**src/hw/rtl/rsa_key_pair_enumerator_assert.svh**
```systemverilog
// assertion macros for the key pair enumerator
`ifndef RSA_KEY_PAIR_ENUMERATOR_ASSERT_SVH
`define RSA_KEY_PAIR_ENUMERATOR_ASSERT_SVH
`ifndef ASSERT_OFF
`define RKE_ASSERT(lbl, clk, rst_n, prop) \
  lbl: assert property (@(posedge clk) disable iff (!rst_n) prop) \
    else $error("rke assertion failed");
`define RKE_NEVER(lbl, clk, rst_n, cond) \
  lbl: assert property (@(posedge clk) disable iff (!rst_n) !(cond)) \
    else $error("rke forbidden condition seen");
`else
`define RKE_ASSERT(lbl, clk, rst_n, prop)
`define RKE_NEVER(lbl, clk, rst_n, cond)
`endif
`endif

```
**src/hw/rtl/rke_pkg.sv**
```systemverilog
`default_nettype none
package rke_pkg;
  localparam int PRIME_WIDTH_DEF = 16;
  localparam int MAX_PAIRS_DEF   = 64;
  localparam int IN_W            = 16;
  localparam int OUT_W           = 32;

  typedef logic [1:0] status_t;
  localparam status_t ST_PAIR = 2'd0;
  localparam status_t ST_BAD  = 2'd1;
  localparam status_t ST_NONE = 2'd2;
endpackage
`default_nettype wire

```
**src/hw/rtl/rke_div.sv**
```systemverilog
`default_nettype none
module rke_div #(
  parameter int W = 2 * rke_pkg::PRIME_WIDTH_DEF
) (
  input  wire logic         clk,
  input  wire logic         rst_n,
  input  wire logic         go,
  input  wire logic [W-1:0] dividend,
  input  wire logic [W-1:0] divisor,
  output logic              done,
  output logic [W-1:0]      quotient,
  output logic [W-1:0]      remainder
);
  localparam int CW = $clog2(W + 1);

  logic          busy_r, busy_nxt;
  logic          done_r, done_nxt;
  logic [CW-1:0] cnt_r, cnt_nxt;
  logic [W-1:0]  rem_r, rem_nxt;
  logic [W-1:0]  quo_r, quo_nxt;
  logic [W-1:0]  dvs_r, dvs_nxt;
  logic [W:0]    trial;
  logic [W:0]    diff;
  logic          ge;

  assign trial = {rem_r, quo_r[W-1]};
  assign diff  = trial - {1'b0, dvs_r};
  assign ge    = trial >= {1'b0, dvs_r};

  always_comb begin
    busy_nxt = busy_r;
    done_nxt = 1'b0;
    cnt_nxt  = cnt_r;
    rem_nxt  = rem_r;
    quo_nxt  = quo_r;
    dvs_nxt  = dvs_r;
    if (go) begin
      busy_nxt = 1'b1;
      cnt_nxt  = CW'(W);
      rem_nxt  = '0;
      quo_nxt  = dividend;
      dvs_nxt  = divisor;
    end else if (busy_r) begin
      rem_nxt = ge ? diff[W-1:0] : trial[W-1:0];
      quo_nxt = {quo_r[W-2:0], ge};
      cnt_nxt = cnt_r - CW'(1);
      if (cnt_r == CW'(1)) begin
        busy_nxt = 1'b0;
        done_nxt = 1'b1;
      end
    end
  end

  always_ff @(posedge clk) begin
    if (!rst_n) begin
      busy_r <= 1'b0;
      done_r <= 1'b0;
      cnt_r  <= '0;
    end else begin
      busy_r <= busy_nxt;
      done_r <= done_nxt;
      cnt_r  <= cnt_nxt;
    end
    rem_r <= rem_nxt;
    quo_r <= quo_nxt;
    dvs_r <= dvs_nxt;
  end

  assign done      = done_r;
  assign quotient  = quo_r;
  assign remainder = rem_r;
endmodule
`default_nettype wire

```
**src/hw/rtl/rsa_key_pair_enumerator.sv**
```systemverilog
`default_nettype none
// rsa key pair enumerator
// request: pulse start with in_first_prime/in_second_prime while busy is low;
// busy stays high until the run ends. each prime uses its low PRIME_WIDTH bits.
// results leave on out_* with out_valid high for exactly one cycle each; the
// receiver cannot stall, so every result is taken in that cycle.
// a run gives one result per kept (e, d) pair in ascending e, up to MAX_PAIRS,
// the final one with out_last set; bad primes give one status-1 result, a run
// without any pair one status-2 result.
// latency is data dependent and set by the shared restoring divider, one
// quotient bit per cycle: trial division of p and q (about sqrt(x) divisions
// each), then per candidate e below the totient one division, plus a
// trial-division prime test when e neither divides the totient nor equals p
// or q, plus modular stepping for each kept e. a pair is shown when the next
// pair is found, the last one when the walk ends.
// reset (synchronous, rst_n low) returns the sequencer to idle and drops any
// pending result; no result is produced after reset until a new request.
module rsa_key_pair_enumerator #(
  parameter int MAX_PAIRS   = rke_pkg::MAX_PAIRS_DEF,
  parameter int PRIME_WIDTH = rke_pkg::PRIME_WIDTH_DEF
) (
  input  wire logic                       clk,
  input  wire logic                       rst_n,
  input  wire logic                       start,
  output logic                            busy,
  input  wire logic [rke_pkg::IN_W-1:0]   in_first_prime,
  input  wire logic [rke_pkg::IN_W-1:0]   in_second_prime,
  output logic                            out_valid,
  output logic [rke_pkg::OUT_W-1:0]       out_modulus,
  output logic [rke_pkg::OUT_W-1:0]       out_enc_exponent,
  output logic [rke_pkg::OUT_W-1:0]       out_dec_exponent,
  output rke_pkg::status_t                out_status,
  output logic                            out_last
);
  import rke_pkg::*;

  localparam int PW = PRIME_WIDTH;
  localparam int TW = 2 * PRIME_WIDTH;
  localparam int CW = $clog2(MAX_PAIRS + 1);

  typedef enum logic [8:0] {
    S_IDLE      = 9'b000000001,
    S_PT        = 9'b000000010,
    S_PT_WAIT   = 9'b000000100,
    S_MUL_N     = 9'b000001000,
    S_MUL_T     = 9'b000010000,
    S_CAND      = 9'b000100000,
    S_CAND_WAIT = 9'b001000000,
    S_INV       = 9'b010000000,
    S_FIN       = 9'b100000000
  } state_t;

  typedef enum logic [2:0] {
    PH_P = 3'b001,
    PH_Q = 3'b010,
    PH_C = 3'b100
  } phase_t;

  state_t        state_r, state_nxt;
  phase_t        phase_r, phase_nxt;
  logic [PW-1:0] p_r, p_nxt, q_r, q_nxt;
  logic [TW-1:0] n_r, n_nxt, t_r, t_nxt, c_r, c_nxt;
  logic [TW-1:0] qt_r, qt_nxt, rr_r, rr_nxt;
  logic [TW-1:0] x_r, x_nxt, dv_r, dv_nxt;
  logic [TW:0]   sq_r, sq_nxt;
  logic [TW-1:0] acc_r, acc_nxt, d_r, d_nxt;
  logic          pend_v_r, pend_v_nxt;
  logic [TW-1:0] pend_e_r, pend_e_nxt, pend_d_r, pend_d_nxt;
  logic [CW-1:0] cnt_r, cnt_nxt;

  logic             ov_r, ov_nxt;
  logic [OUT_W-1:0] om_r, om_nxt, oe_r, oe_nxt, od_r, od_nxt;
  status_t          os_r, os_nxt;
  logic             ol_r, ol_nxt;

  logic          div_go, div_done;
  logic [TW-1:0] div_a, div_b, div_q, div_rem;

  logic [PW-1:0] mul_a, mul_b;
  logic [TW-1:0] prod;

  logic          pt_done, pt_prime;
  logic [TW:0]   inv_sum;
  logic          inv_wrap;
  logic [TW-1:0] inv_acc;
  logic [TW-1:0] inv_d;

  rke_div #(.W(TW)) u_div (
    .clk       (clk),
    .rst_n     (rst_n),
    .go        (div_go),
    .dividend  (div_a),
    .divisor   (div_b),
    .done      (div_done),
    .quotient  (div_q),
    .remainder (div_rem)
  );

  assign mul_a = (state_r == S_MUL_N) ? p_r : p_r - PW'(1);
  assign mul_b = (state_r == S_MUL_N) ? q_r : q_r - PW'(1);
  assign prod  = {{PW{1'b0}}, mul_a} * {{PW{1'b0}}, mul_b};

  assign inv_sum  = {1'b0, acc_r} + {1'b0, rr_r};
  assign inv_wrap = inv_sum >= {1'b0, c_r};
  assign inv_acc  = inv_wrap ? TW'(inv_sum - {1'b0, c_r}) : inv_sum[TW-1:0];
  assign inv_d    = d_r + qt_r + TW'(inv_wrap);

  always_comb begin
    state_nxt  = state_r;
    phase_nxt  = phase_r;
    p_nxt      = p_r;
    q_nxt      = q_r;
    n_nxt      = n_r;
    t_nxt      = t_r;
    c_nxt      = c_r;
    qt_nxt     = qt_r;
    rr_nxt     = rr_r;
    x_nxt      = x_r;
    dv_nxt     = dv_r;
    sq_nxt     = sq_r;
    acc_nxt    = acc_r;
    d_nxt      = d_r;
    pend_v_nxt = pend_v_r;
    pend_e_nxt = pend_e_r;
    pend_d_nxt = pend_d_r;
    cnt_nxt    = cnt_r;
    ov_nxt     = 1'b0;
    om_nxt     = om_r;
    oe_nxt     = oe_r;
    od_nxt     = od_r;
    os_nxt     = os_r;
    ol_nxt     = ol_r;
    div_go     = 1'b0;
    div_a      = x_r;
    div_b      = dv_r;
    pt_done    = 1'b0;
    pt_prime   = 1'b0;

    unique case (state_r)
      S_IDLE: begin
        if (start) begin
          p_nxt      = PW'(in_first_prime);
          q_nxt      = PW'(in_second_prime);
          x_nxt      = TW'(PW'(in_first_prime));
          dv_nxt     = TW'(2);
          sq_nxt     = (TW+1)'(4);
          phase_nxt  = PH_P;
          pend_v_nxt = 1'b0;
          cnt_nxt    = '0;
          state_nxt  = S_PT;
        end
      end
      S_PT: begin
        if (x_r < TW'(2)) begin
          pt_done = 1'b1;
        end else if (sq_r > {1'b0, x_r}) begin
          pt_done  = 1'b1;
          pt_prime = 1'b1;
        end else begin
          div_go    = 1'b1;
          state_nxt = S_PT_WAIT;
        end
      end
      S_PT_WAIT: begin
        if (div_done) begin
          if (div_rem == '0) begin
            pt_done = 1'b1;
          end else begin
            sq_nxt    = sq_r + {dv_r, 1'b1};
            dv_nxt    = dv_r + TW'(1);
            state_nxt = S_PT;
          end
        end
      end
      S_MUL_N: begin
        n_nxt     = prod;
        state_nxt = S_MUL_T;
      end
      S_MUL_T: begin
        t_nxt     = prod;
        c_nxt     = TW'(2);
        state_nxt = S_CAND;
      end
      S_CAND: begin
        div_a = t_r;
        div_b = c_r;
        if (c_r >= t_r || cnt_r == CW'(MAX_PAIRS)) begin
          state_nxt = S_FIN;
        end else begin
          div_go    = 1'b1;
          state_nxt = S_CAND_WAIT;
        end
      end
      S_CAND_WAIT: begin
        if (div_done) begin
          qt_nxt = div_q;
          rr_nxt = div_rem;
          if (div_rem == '0 || c_r == TW'(p_r) || c_r == TW'(q_r)) begin
            c_nxt     = c_r + TW'(1);
            state_nxt = S_CAND;
          end else begin
            x_nxt     = c_r;
            dv_nxt    = TW'(2);
            sq_nxt    = (TW+1)'(4);
            phase_nxt = PH_C;
            state_nxt = S_PT;
          end
        end
      end
      S_INV: begin
        acc_nxt = inv_acc;
        d_nxt   = inv_d;
        if (inv_acc == '0) begin
          if (pend_v_r) begin
            ov_nxt = 1'b1;
            om_nxt = OUT_W'(n_r);
            oe_nxt = OUT_W'(pend_e_r);
            od_nxt = OUT_W'(pend_d_r);
            os_nxt = ST_PAIR;
            ol_nxt = 1'b0;
          end
          pend_v_nxt = 1'b1;
          pend_e_nxt = c_r;
          pend_d_nxt = inv_d;
          cnt_nxt    = cnt_r + CW'(1);
          c_nxt      = c_r + TW'(1);
          state_nxt  = S_CAND;
        end
      end
      S_FIN: begin
        ov_nxt = 1'b1;
        om_nxt = OUT_W'(n_r);
        ol_nxt = 1'b1;
        if (pend_v_r) begin
          oe_nxt = OUT_W'(pend_e_r);
          od_nxt = OUT_W'(pend_d_r);
          os_nxt = ST_PAIR;
        end else begin
          oe_nxt = '0;
          od_nxt = '0;
          os_nxt = ST_NONE;
        end
        pend_v_nxt = 1'b0;
        state_nxt  = S_IDLE;
      end
      default: begin
        state_nxt = S_IDLE;
      end
    endcase

    if (pt_done) begin
      unique case (phase_r)
        PH_P: begin
          if (pt_prime) begin
            x_nxt     = TW'(q_r);
            dv_nxt    = TW'(2);
            sq_nxt    = (TW+1)'(4);
            phase_nxt = PH_Q;
            state_nxt = S_PT;
          end else begin
            state_nxt = S_IDLE;
          end
        end
        PH_Q: begin
          if (pt_prime && p_r != q_r) begin
            state_nxt = S_MUL_N;
          end else begin
            state_nxt = S_IDLE;
          end
        end
        PH_C: begin
          if (pt_prime) begin
            acc_nxt   = TW'(1);
            d_nxt     = '0;
            state_nxt = S_INV;
          end else begin
            c_nxt     = c_r + TW'(1);
            state_nxt = S_CAND;
          end
        end
        default: begin
          state_nxt = S_IDLE;
        end
      endcase
      if ((phase_r == PH_P && !pt_prime) ||
          (phase_r == PH_Q && !(pt_prime && p_r != q_r))) begin
        ov_nxt = 1'b1;
        om_nxt = '0;
        oe_nxt = '0;
        od_nxt = '0;
        os_nxt = ST_BAD;
        ol_nxt = 1'b1;
      end
    end
  end

  always_ff @(posedge clk) begin
    if (!rst_n) begin
      state_r  <= S_IDLE;
      phase_r  <= PH_P;
      pend_v_r <= 1'b0;
      cnt_r    <= '0;
      ov_r     <= 1'b0;
    end else begin
      state_r  <= state_nxt;
      phase_r  <= phase_nxt;
      pend_v_r <= pend_v_nxt;
      cnt_r    <= cnt_nxt;
      ov_r     <= ov_nxt;
    end
    p_r      <= p_nxt;
    q_r      <= q_nxt;
    n_r      <= n_nxt;
    t_r      <= t_nxt;
    c_r      <= c_nxt;
    qt_r     <= qt_nxt;
    rr_r     <= rr_nxt;
    x_r      <= x_nxt;
    dv_r     <= dv_nxt;
    sq_r     <= sq_nxt;
    acc_r    <= acc_nxt;
    d_r      <= d_nxt;
    pend_e_r <= pend_e_nxt;
    pend_d_r <= pend_d_nxt;
    om_r     <= om_nxt;
    oe_r     <= oe_nxt;
    od_r     <= od_nxt;
    os_r     <= os_nxt;
    ol_r     <= ol_nxt;
  end

  assign busy             = (state_r != S_IDLE);
  assign out_valid        = ov_r;
  assign out_modulus      = om_r;
  assign out_enc_exponent = oe_r;
  assign out_dec_exponent = od_r;
  assign out_status       = os_r;
  assign out_last         = ol_r;

`include "rsa_key_pair_enumerator_assert.svh"
  `RKE_ASSERT(a_start_busy, clk, rst_n, (start && !busy) |=> busy)
  `RKE_ASSERT(a_last_idle, clk, rst_n, (out_valid && out_last) |-> !busy)
  `RKE_ASSERT(a_mid_busy, clk, rst_n, (out_valid && !out_last) |-> busy)
  `RKE_NEVER(a_status_exp, clk, rst_n, out_valid && out_status != ST_PAIR && |out_enc_exponent)
  `RKE_NEVER(a_pair_limit, clk, rst_n, cnt_r > CW'(MAX_PAIRS))
endmodule
`default_nettype wire

```
**config.mk**
```make
export PLATFORM = sky130hd
export DESIGN_NAME = rsa_key_pair_enumerator
export DESIGN_NICKNAME = d
export VERILOG_FILES = /design/src/hw/rtl/rke_pkg.sv /design/src/hw/rtl/rke_div.sv /design/src/hw/rtl/rsa_key_pair_enumerator.sv
export VERILOG_INCLUDE_DIRS = /design/src /design/src/hw/rtl
export SDC_FILE = /design/constraint.sdc
export NUM_CORES = 2
export LEC_CHECK = 0
export BUFFER_PORTS_ARGS = -buffer_cell sky130_fd_sc_hd__buf_2
export CORE_MARGIN = 1
export CORE_UTILIZATION = 56
export CTS_CLUSTER_SIZE = 40
export DETAILED_ROUTE_END_ITERATION = 12
export GPL_TIMING_DRIVEN = 0
export PLACE_DENSITY = 0.74
export SLEW_MARGIN = 25
export SYNTH_ARGS = -nofsm -noshare
export SYNTH_HDL_FRONTEND = slang
export SYNTH_SLANG_ARGS = --single-unit
```
**constraint.sdc**
```tcl
create_clock -name clk -period 11.66 [get_ports clk]
set_input_delay 1.166 -clock clk [delete_from_list [all_inputs] [get_ports clk]]
set_output_delay 1.166 -clock clk [all_outputs]
set_load 0.05 [all_outputs]
```
; Yosys cells after proc, flatten, opt, wreduce, memory -nomap -nowiden
; Index checks and enable logic that the tools add are counted.
; Widths: inputs -> output; s select.
[word_totals]
wordCells = 226
reg_bits = 641
input_bits = 35
out_inout_bits = 101
[classes]
n_reduce_logical = 22
bitwise = 2
n_mul = 1
mux = 126
n_eq_ne = 27
n_lt_le_gt_ge = 5
add_sub_neg = 12
[ops]
columns = op, count
row1 = $mux 32, 48
row2 = $mux 33, 8
row3 = $pmux 32 s2, 4
row4 = $pmux 32 s3, 2
row5 = $pmux 33 s3, 1
row6 = $mux 9, 9
row7 = $pmux 9 s8, 1
row8 = $ge 33x32->1, 2
row9 = $add 32x1->32 const B, 2
row10 = $eq 32x16->1, 2
row11 = $logic_not 32->1, 2
row12 = $sub 32x32->32, 2
row13 = $add 32x32->33, 1
row14 = $add 33x33->33, 1
row15 = $gt 33x32->1, 1
row16 = $add 32x1->32, 1
row17 = $add 32x32->32, 1
row18 = $ge 32x32->1, 1
row19 = $lt 32x2->1 const B, 1
row20 = $mul 16x16->32, 1
row21 = $mux 16, 2
row22 = $sub 16x1->16 const B, 2
row23 = $pmux 9 s3, 1
row24 = $mux 1, 23
row25 = other kinds (43), 76

; Logic depth before layout (Yosys ltp)
[logic_depth]
depth_word = 10
mapped_depth = 39
mapped_depth_nobuf = 37

; Modules after synthesis
; A second synthesis with hierarchy kept.
[hier_totals]
cells_unflattened = 4873
hier_area_um2 = 44375.1
[modules_own_cells]
columns = module, n_inst, cells_per_inst, area_per_inst_um2
row1 = rsa_key_pair_enumerator, 1, 4269, 38284.2
row2 = rke_div, 1, 604, 6090.8

; Worst setup path before layout
; OpenSTA, ideal clock, no wires.
[synth_path]
path_type = register -> register
from = register state_r[0]
to = register n_r[30] (data pin)
setup_time_ps = 262
setup_slack_ps = 2489
t_arrival_ps = 8908
path_stages_with_launch = 37
cell_sequence = dfxtp_1 > clkbuf_1 > nor3_1 > nand2_1 > or3_1 > or3b_2 > clkbuf_1 > inv_2 > or3_1 > nor2_1 > xor2_1 > clkbuf_1 > nand2_1 > fa_1 > inv_1 > fa_1 > fa_1 > ha_1 > fa_1 > inv_1 > fa_1 > inv_1 > ha_1 > a2111oi_0 > nor2b_1 > o21ai_0 > and4b_1 > o221ai_1 > a211oi_1 > o31a_1 > a41oi_1 > o21ai_0 > and2_1 > o21ai_0 > nand2b_1 > a21oi_1 > xnor2_1
[synth_between]
elab_chain_len = 3
elab_cells_between_ends = 4
[synth_rtl]
columns = element, line_no
row1 = "start, declared", rsa_key_pair_enumerator.sv:59  ; state_t state_r, state_nxt;
row2 = "start signal, assigned", rsa_key_pair_enumerator.sv:305  ; state_r <= state_nxt;
row3 = $eq 9x4->1 *, "rsa_key_pair_enumerator.sv:99, rsa_key_pair_enumerator.sv:100"
row4 = "$mux 16, on equally long branches", "rsa_key_pair_enumerator.sv:99, rsa_key_pair_enumerator.sv:100"
row5 = $mul 16x16->32 *, rsa_key_pair_enumerator.sv:101  ; assign prod = {{PW{1'b0}}, mul_a} * {{PW{1'b0}}, mul_b};
row6 = net prod[30], rsa_key_pair_enumerator.sv:80  ; logic [TW-1:0] prod;
row7 = "end signal, assigned", rsa_key_pair_enumerator.sv:313  ; n_r <= n_nxt;
row8 = "end, declared", rsa_key_pair_enumerator.sv:62  ; logic [TW-1:0] n_r, n_nxt, t_r, t_nxt, c_r, c_nxt;
; The timed path passes the listed nets; every way through them passes the cells marked *.
; A chain may end at the register's enable or synchronous reset.

; Final worst setup path
[layout_path]
from = register state_r[0]
to = register t_r[30] (data pin)
[layout_between]
elab_chain_len = 3
elab_cells_between_ends = 4
[layout_rtl]
columns = element, line_no
row1 = $eq 9x4->1 *, "rsa_key_pair_enumerator.sv:99, rsa_key_pair_enumerator.sv:100"
row2 = "$mux 16, on equally long branches", "rsa_key_pair_enumerator.sv:99, rsa_key_pair_enumerator.sv:100"
row3 = $mul 16x16->32 *, rsa_key_pair_enumerator.sv:101
row4 = net prod[30], rsa_key_pair_enumerator.sv:80
row5 = "end signal, assigned", rsa_key_pair_enumerator.sv:314  ; t_r <= t_nxt;
row6 = "end, declared", rsa_key_pair_enumerator.sv:62
; Marks and branches as above.

==> summary.txt <==
Outcome
  • Outcome: finished clean

Place
  • Final Wtd Congestion: 1.02
  • # placed instances: 5,850
  • Port bufs: 135
  • DP Wirelength: 105 mm

Critical path
  • Crit path required time: approximately 12 ns
  • Cell mode on critical path: fa_1
  • Critical R2R Launch: state_r[0]
  • Crit path DAT: 11.41 ns
  • CP startpoint: state_r[0]
  • Crit-path max cell delay: about 0.73 ns
  • CP max-delay cell: a2111oi_0
  • Critical Path Sink Type: flop
  • Worst setup SP type: flop
  • Setup CP Type: reg2reg
  • Worst-path fanout max: 41

Detailed routing
  • Via-to-Cell Ratio: ~6.1
  • Antenna Violating Nets Remaining: 0
  • Vias: 36.3k
  • Routed len/inst: between 20 and 25 um
  • Initial DRC Count: 3,860
  • DRC: 0
  • Drt first pass iters: 9
  • Routed WL: 134 mm

Synth
  • Area leader, netlist: edfxtp_1
  • Synth top area share: around a fifth
  • Async set-or-reset flop fraction in the synthesized netlist: 0%
  • Post-synth EDFFs: 288
  • Post-synth net total: 5,242
  • Synth Instances: about 4.7k
  • Flop and latch count out of synthesis: 641
  • Register area share after synthesis: approximately 36%
  • Mapped cell area: 43,200 um2
  • Largest cells by area after synthesis: edfxtp_1, dfxtp_1, ha_1
  • Synth Flop Type: dfxtp_1
  • Syn. warnings: 0
  • Post-synth cell types: 92
  • Synthesized area per cell: 9.24 um2

CTS
  • TritonCTS clock tree: yes
  • Clk slew on worst S/H paths: 0.06 ns
  • Clk_lat worst skew: 0.64 ns
  • Num CTS Buffers: 71
  • CTS HTree Levels: 3
  • Clock root buffer: clkbuf_16
  • Hold-fix buffers at CTS: 0
  • Clk buf depth: 3
  • CTS Sinks: 641

Die
  • Initial Utilization: 56.8%
  • Die height: 280 um
  • IO Pins: between 100 and 150
  • Die width: 280 um
  • Core region area: 76,100 um2
  • Die footprint: 78,200 um2
  • Placement Rows: roughly 100

Global routing
  • Number of global-route vias before repair: about 34k
  • Gr ovfl total: 0
  • First-pass GRT wire length: 200 mm
  • Largest net degree at the start of global routing: 68
  • Initial antenna violation count: 3
  • Total track usage: approximately 34%

Finish
  • Synthesis-to-finish area growth: 10.7%
  • Final net count: 5,461
  • FF+latch area: 15,700 um2
  • Share of layout cells above drive strength 1: 7.55%
  • Antenna diodes: 0
  • Area of the multi-input gates: 25,000 um2
  • Fillcell total: 6,467
  • Finished Layout Cells: 5,982

STA
  • Slew @ Worst Pin: 1.18 ns
  • Minimum clock period: 11.06 ns
  • Final slew viol count: 0
  • Period utilization: 94.8%
  • Slew headroom: 21.1%
  • Worst clock skew: between 0.02 and 0.03 ns
  • Peak Freq: between 0.09 and 0.1 GHz
  • Setup_tns: 0 ns
  • RSZ-0062 raised after global routing: false
  • Hold Vio Cnt, Final: 0
  • # setup viols final: 0

Hold path
  • Hold Path Origin: out_status[0]
  • Path category of the worst min-delay check: reg2reg

Flow run
  • Max capacitance violation total: 0
sequential cells by signal, summed over array words and instances (netlist names), 3 cells and up:
name and cells:
acc_r 32, c_r 32, cnt_r 7, d_r 32
dv_r 32, n_r 32, out_dec_exponent 32, out_enc_exponent 32
out_modulus 32, p_r 16, pend_d_r 32, pend_e_r 32
phase_r 3, q_r 16, qt_r 32, rr_r 32
sq_r 33, state_r 9, t_r 32, u_div.cnt_r 6
u_div.dvs_r 32, u_div.quotient 32, u_div.remainder 32, x_r 32
cells in the final DEF (no fill, tap or decap), types with 77 or more instances in the layout:
cell | Yosys | routed
buf_2 | 20 | 158
clkbuf_1 | 170 | 189
edfxtp_1 | 288 | 288
nor2_1 | 461 | 461
dfxtp_1 | 353 | 353
ha_1 | 333 | 333
xor2_1 | 130 | 130
inv_1 | 441 | 441
o21ai_0 | 162 | 161
a22o_1 | 84 | 84
nand2_1 | 484 | 484
a211oi_1 | 79 | 79
a21oi_1 | 306 | 306
xnor2_1 | 144 | 142
fa_1 | 200 | 200
clkbuf_16 | 0 | 77
a21o_1 | 101 | 101
metrics by stage:
step	hold WS, ns	worst slack (ns)	instance area [um2]	util (%)
2_1_floorplan	0.427	2.49	43200	-
3_3_place_gp	0.429	0.395	45100	59.3
3_5_place_dp	0.435	0.280	45300	59.6
4_1_cts	0.445	0.226	47800	62.8
5_1_grt	0.463	0.189	47800	62.8
6_report	0.448	0.605	47800	62.8
worst max-delay path: cells and delay by family (launching register included):
kind,cells,cell delay (ns)
AOI/OAI and AO/OA,9,2.56
xor gates and xnor gates,2,0.76
adders and majority gates,7,3.08
buffers and inverters,7,1.58
DFF,1,0.29
and+or+nand+nor,11,2.48
final timing paths:
path	depth (start not counted)	endpoint	slack (ns)
worst min-delay path	1	out_status[0]	0.45
worst min register to register	1	out_status[0]	0.45
worst max register to register	36	t_r[30]	0.60
worst max-delay path	36	t_r[30]	0.60
layer usage:
layer / vias to the layer above / GRT usage (%) / part of all wire [%] / wire [um]
met3: 354 / 6.12 / 9.3 / 12400
met1: 17400 / 45.3 / 41 / 55300
met5: - / 0 / 0.043 / 58
met2: 1788 / 53.6 / 45 / 59800
met4: 8 / 14.3 / 4.7 / 6250
li1: 16800 / - / - / -
cells in the mapped netlist, types with 130 or more instances:
library cell,count
ha_1,333
dfxtp_1,353
o21ai_0,162
nand2_1,484
xor2_1,130
xnor2_1,144
a21oi_1,306
inv_1,441
edfxtp_1,288
fa_1,200
nor2_1,461
clkbuf_1,170
final cells by class:
class | instances | share of cell area (%)
flip-flops and latches | 641 | 32.9
repair buffers | 146 | 1.70
well taps | 1030 | 2.70
multi-input cells | 3379 | 52.4
inverters | 445 | 3.51
clock inverters | 25 | 0.642
plain buffers | 209 | 1.72
clock buffers | 107 | 4.48
kinds of logic (layout without fill, tap and decap cells):
| kind of cell | count (synthesis) | in the layout | synth area share (%) |
|---|---|---|---|
| AO/OA/AOI/OAI | 1049 | 1049 | 16.0 |
| AND/OR/NAND/NOR | 1446 | 1446 | 15.5 |
| XOR/XNOR | 274 | 274 | 5.56 |
| multiplexers | 77 | 77 | 1.88 |
| adder cells (fa/ha/maj) | 533 | 533 | 18.9 |
| buffers and inverters | 654 | 932 | 5.77 |
| flip-flops | 641 | 641 | 36.4 |
timing repair:
action                                  in CTS  in global routing
endpoints found under the setup margin       0                 10
gates resized for setup                      0                  4
endpoints found under the hold margin        0                  0
buffers inserted                             0                  0
Power is left out: the tool's default activity adds up to more than one toggle a clock period on the data nets, which glitch-free logic cannot reach.
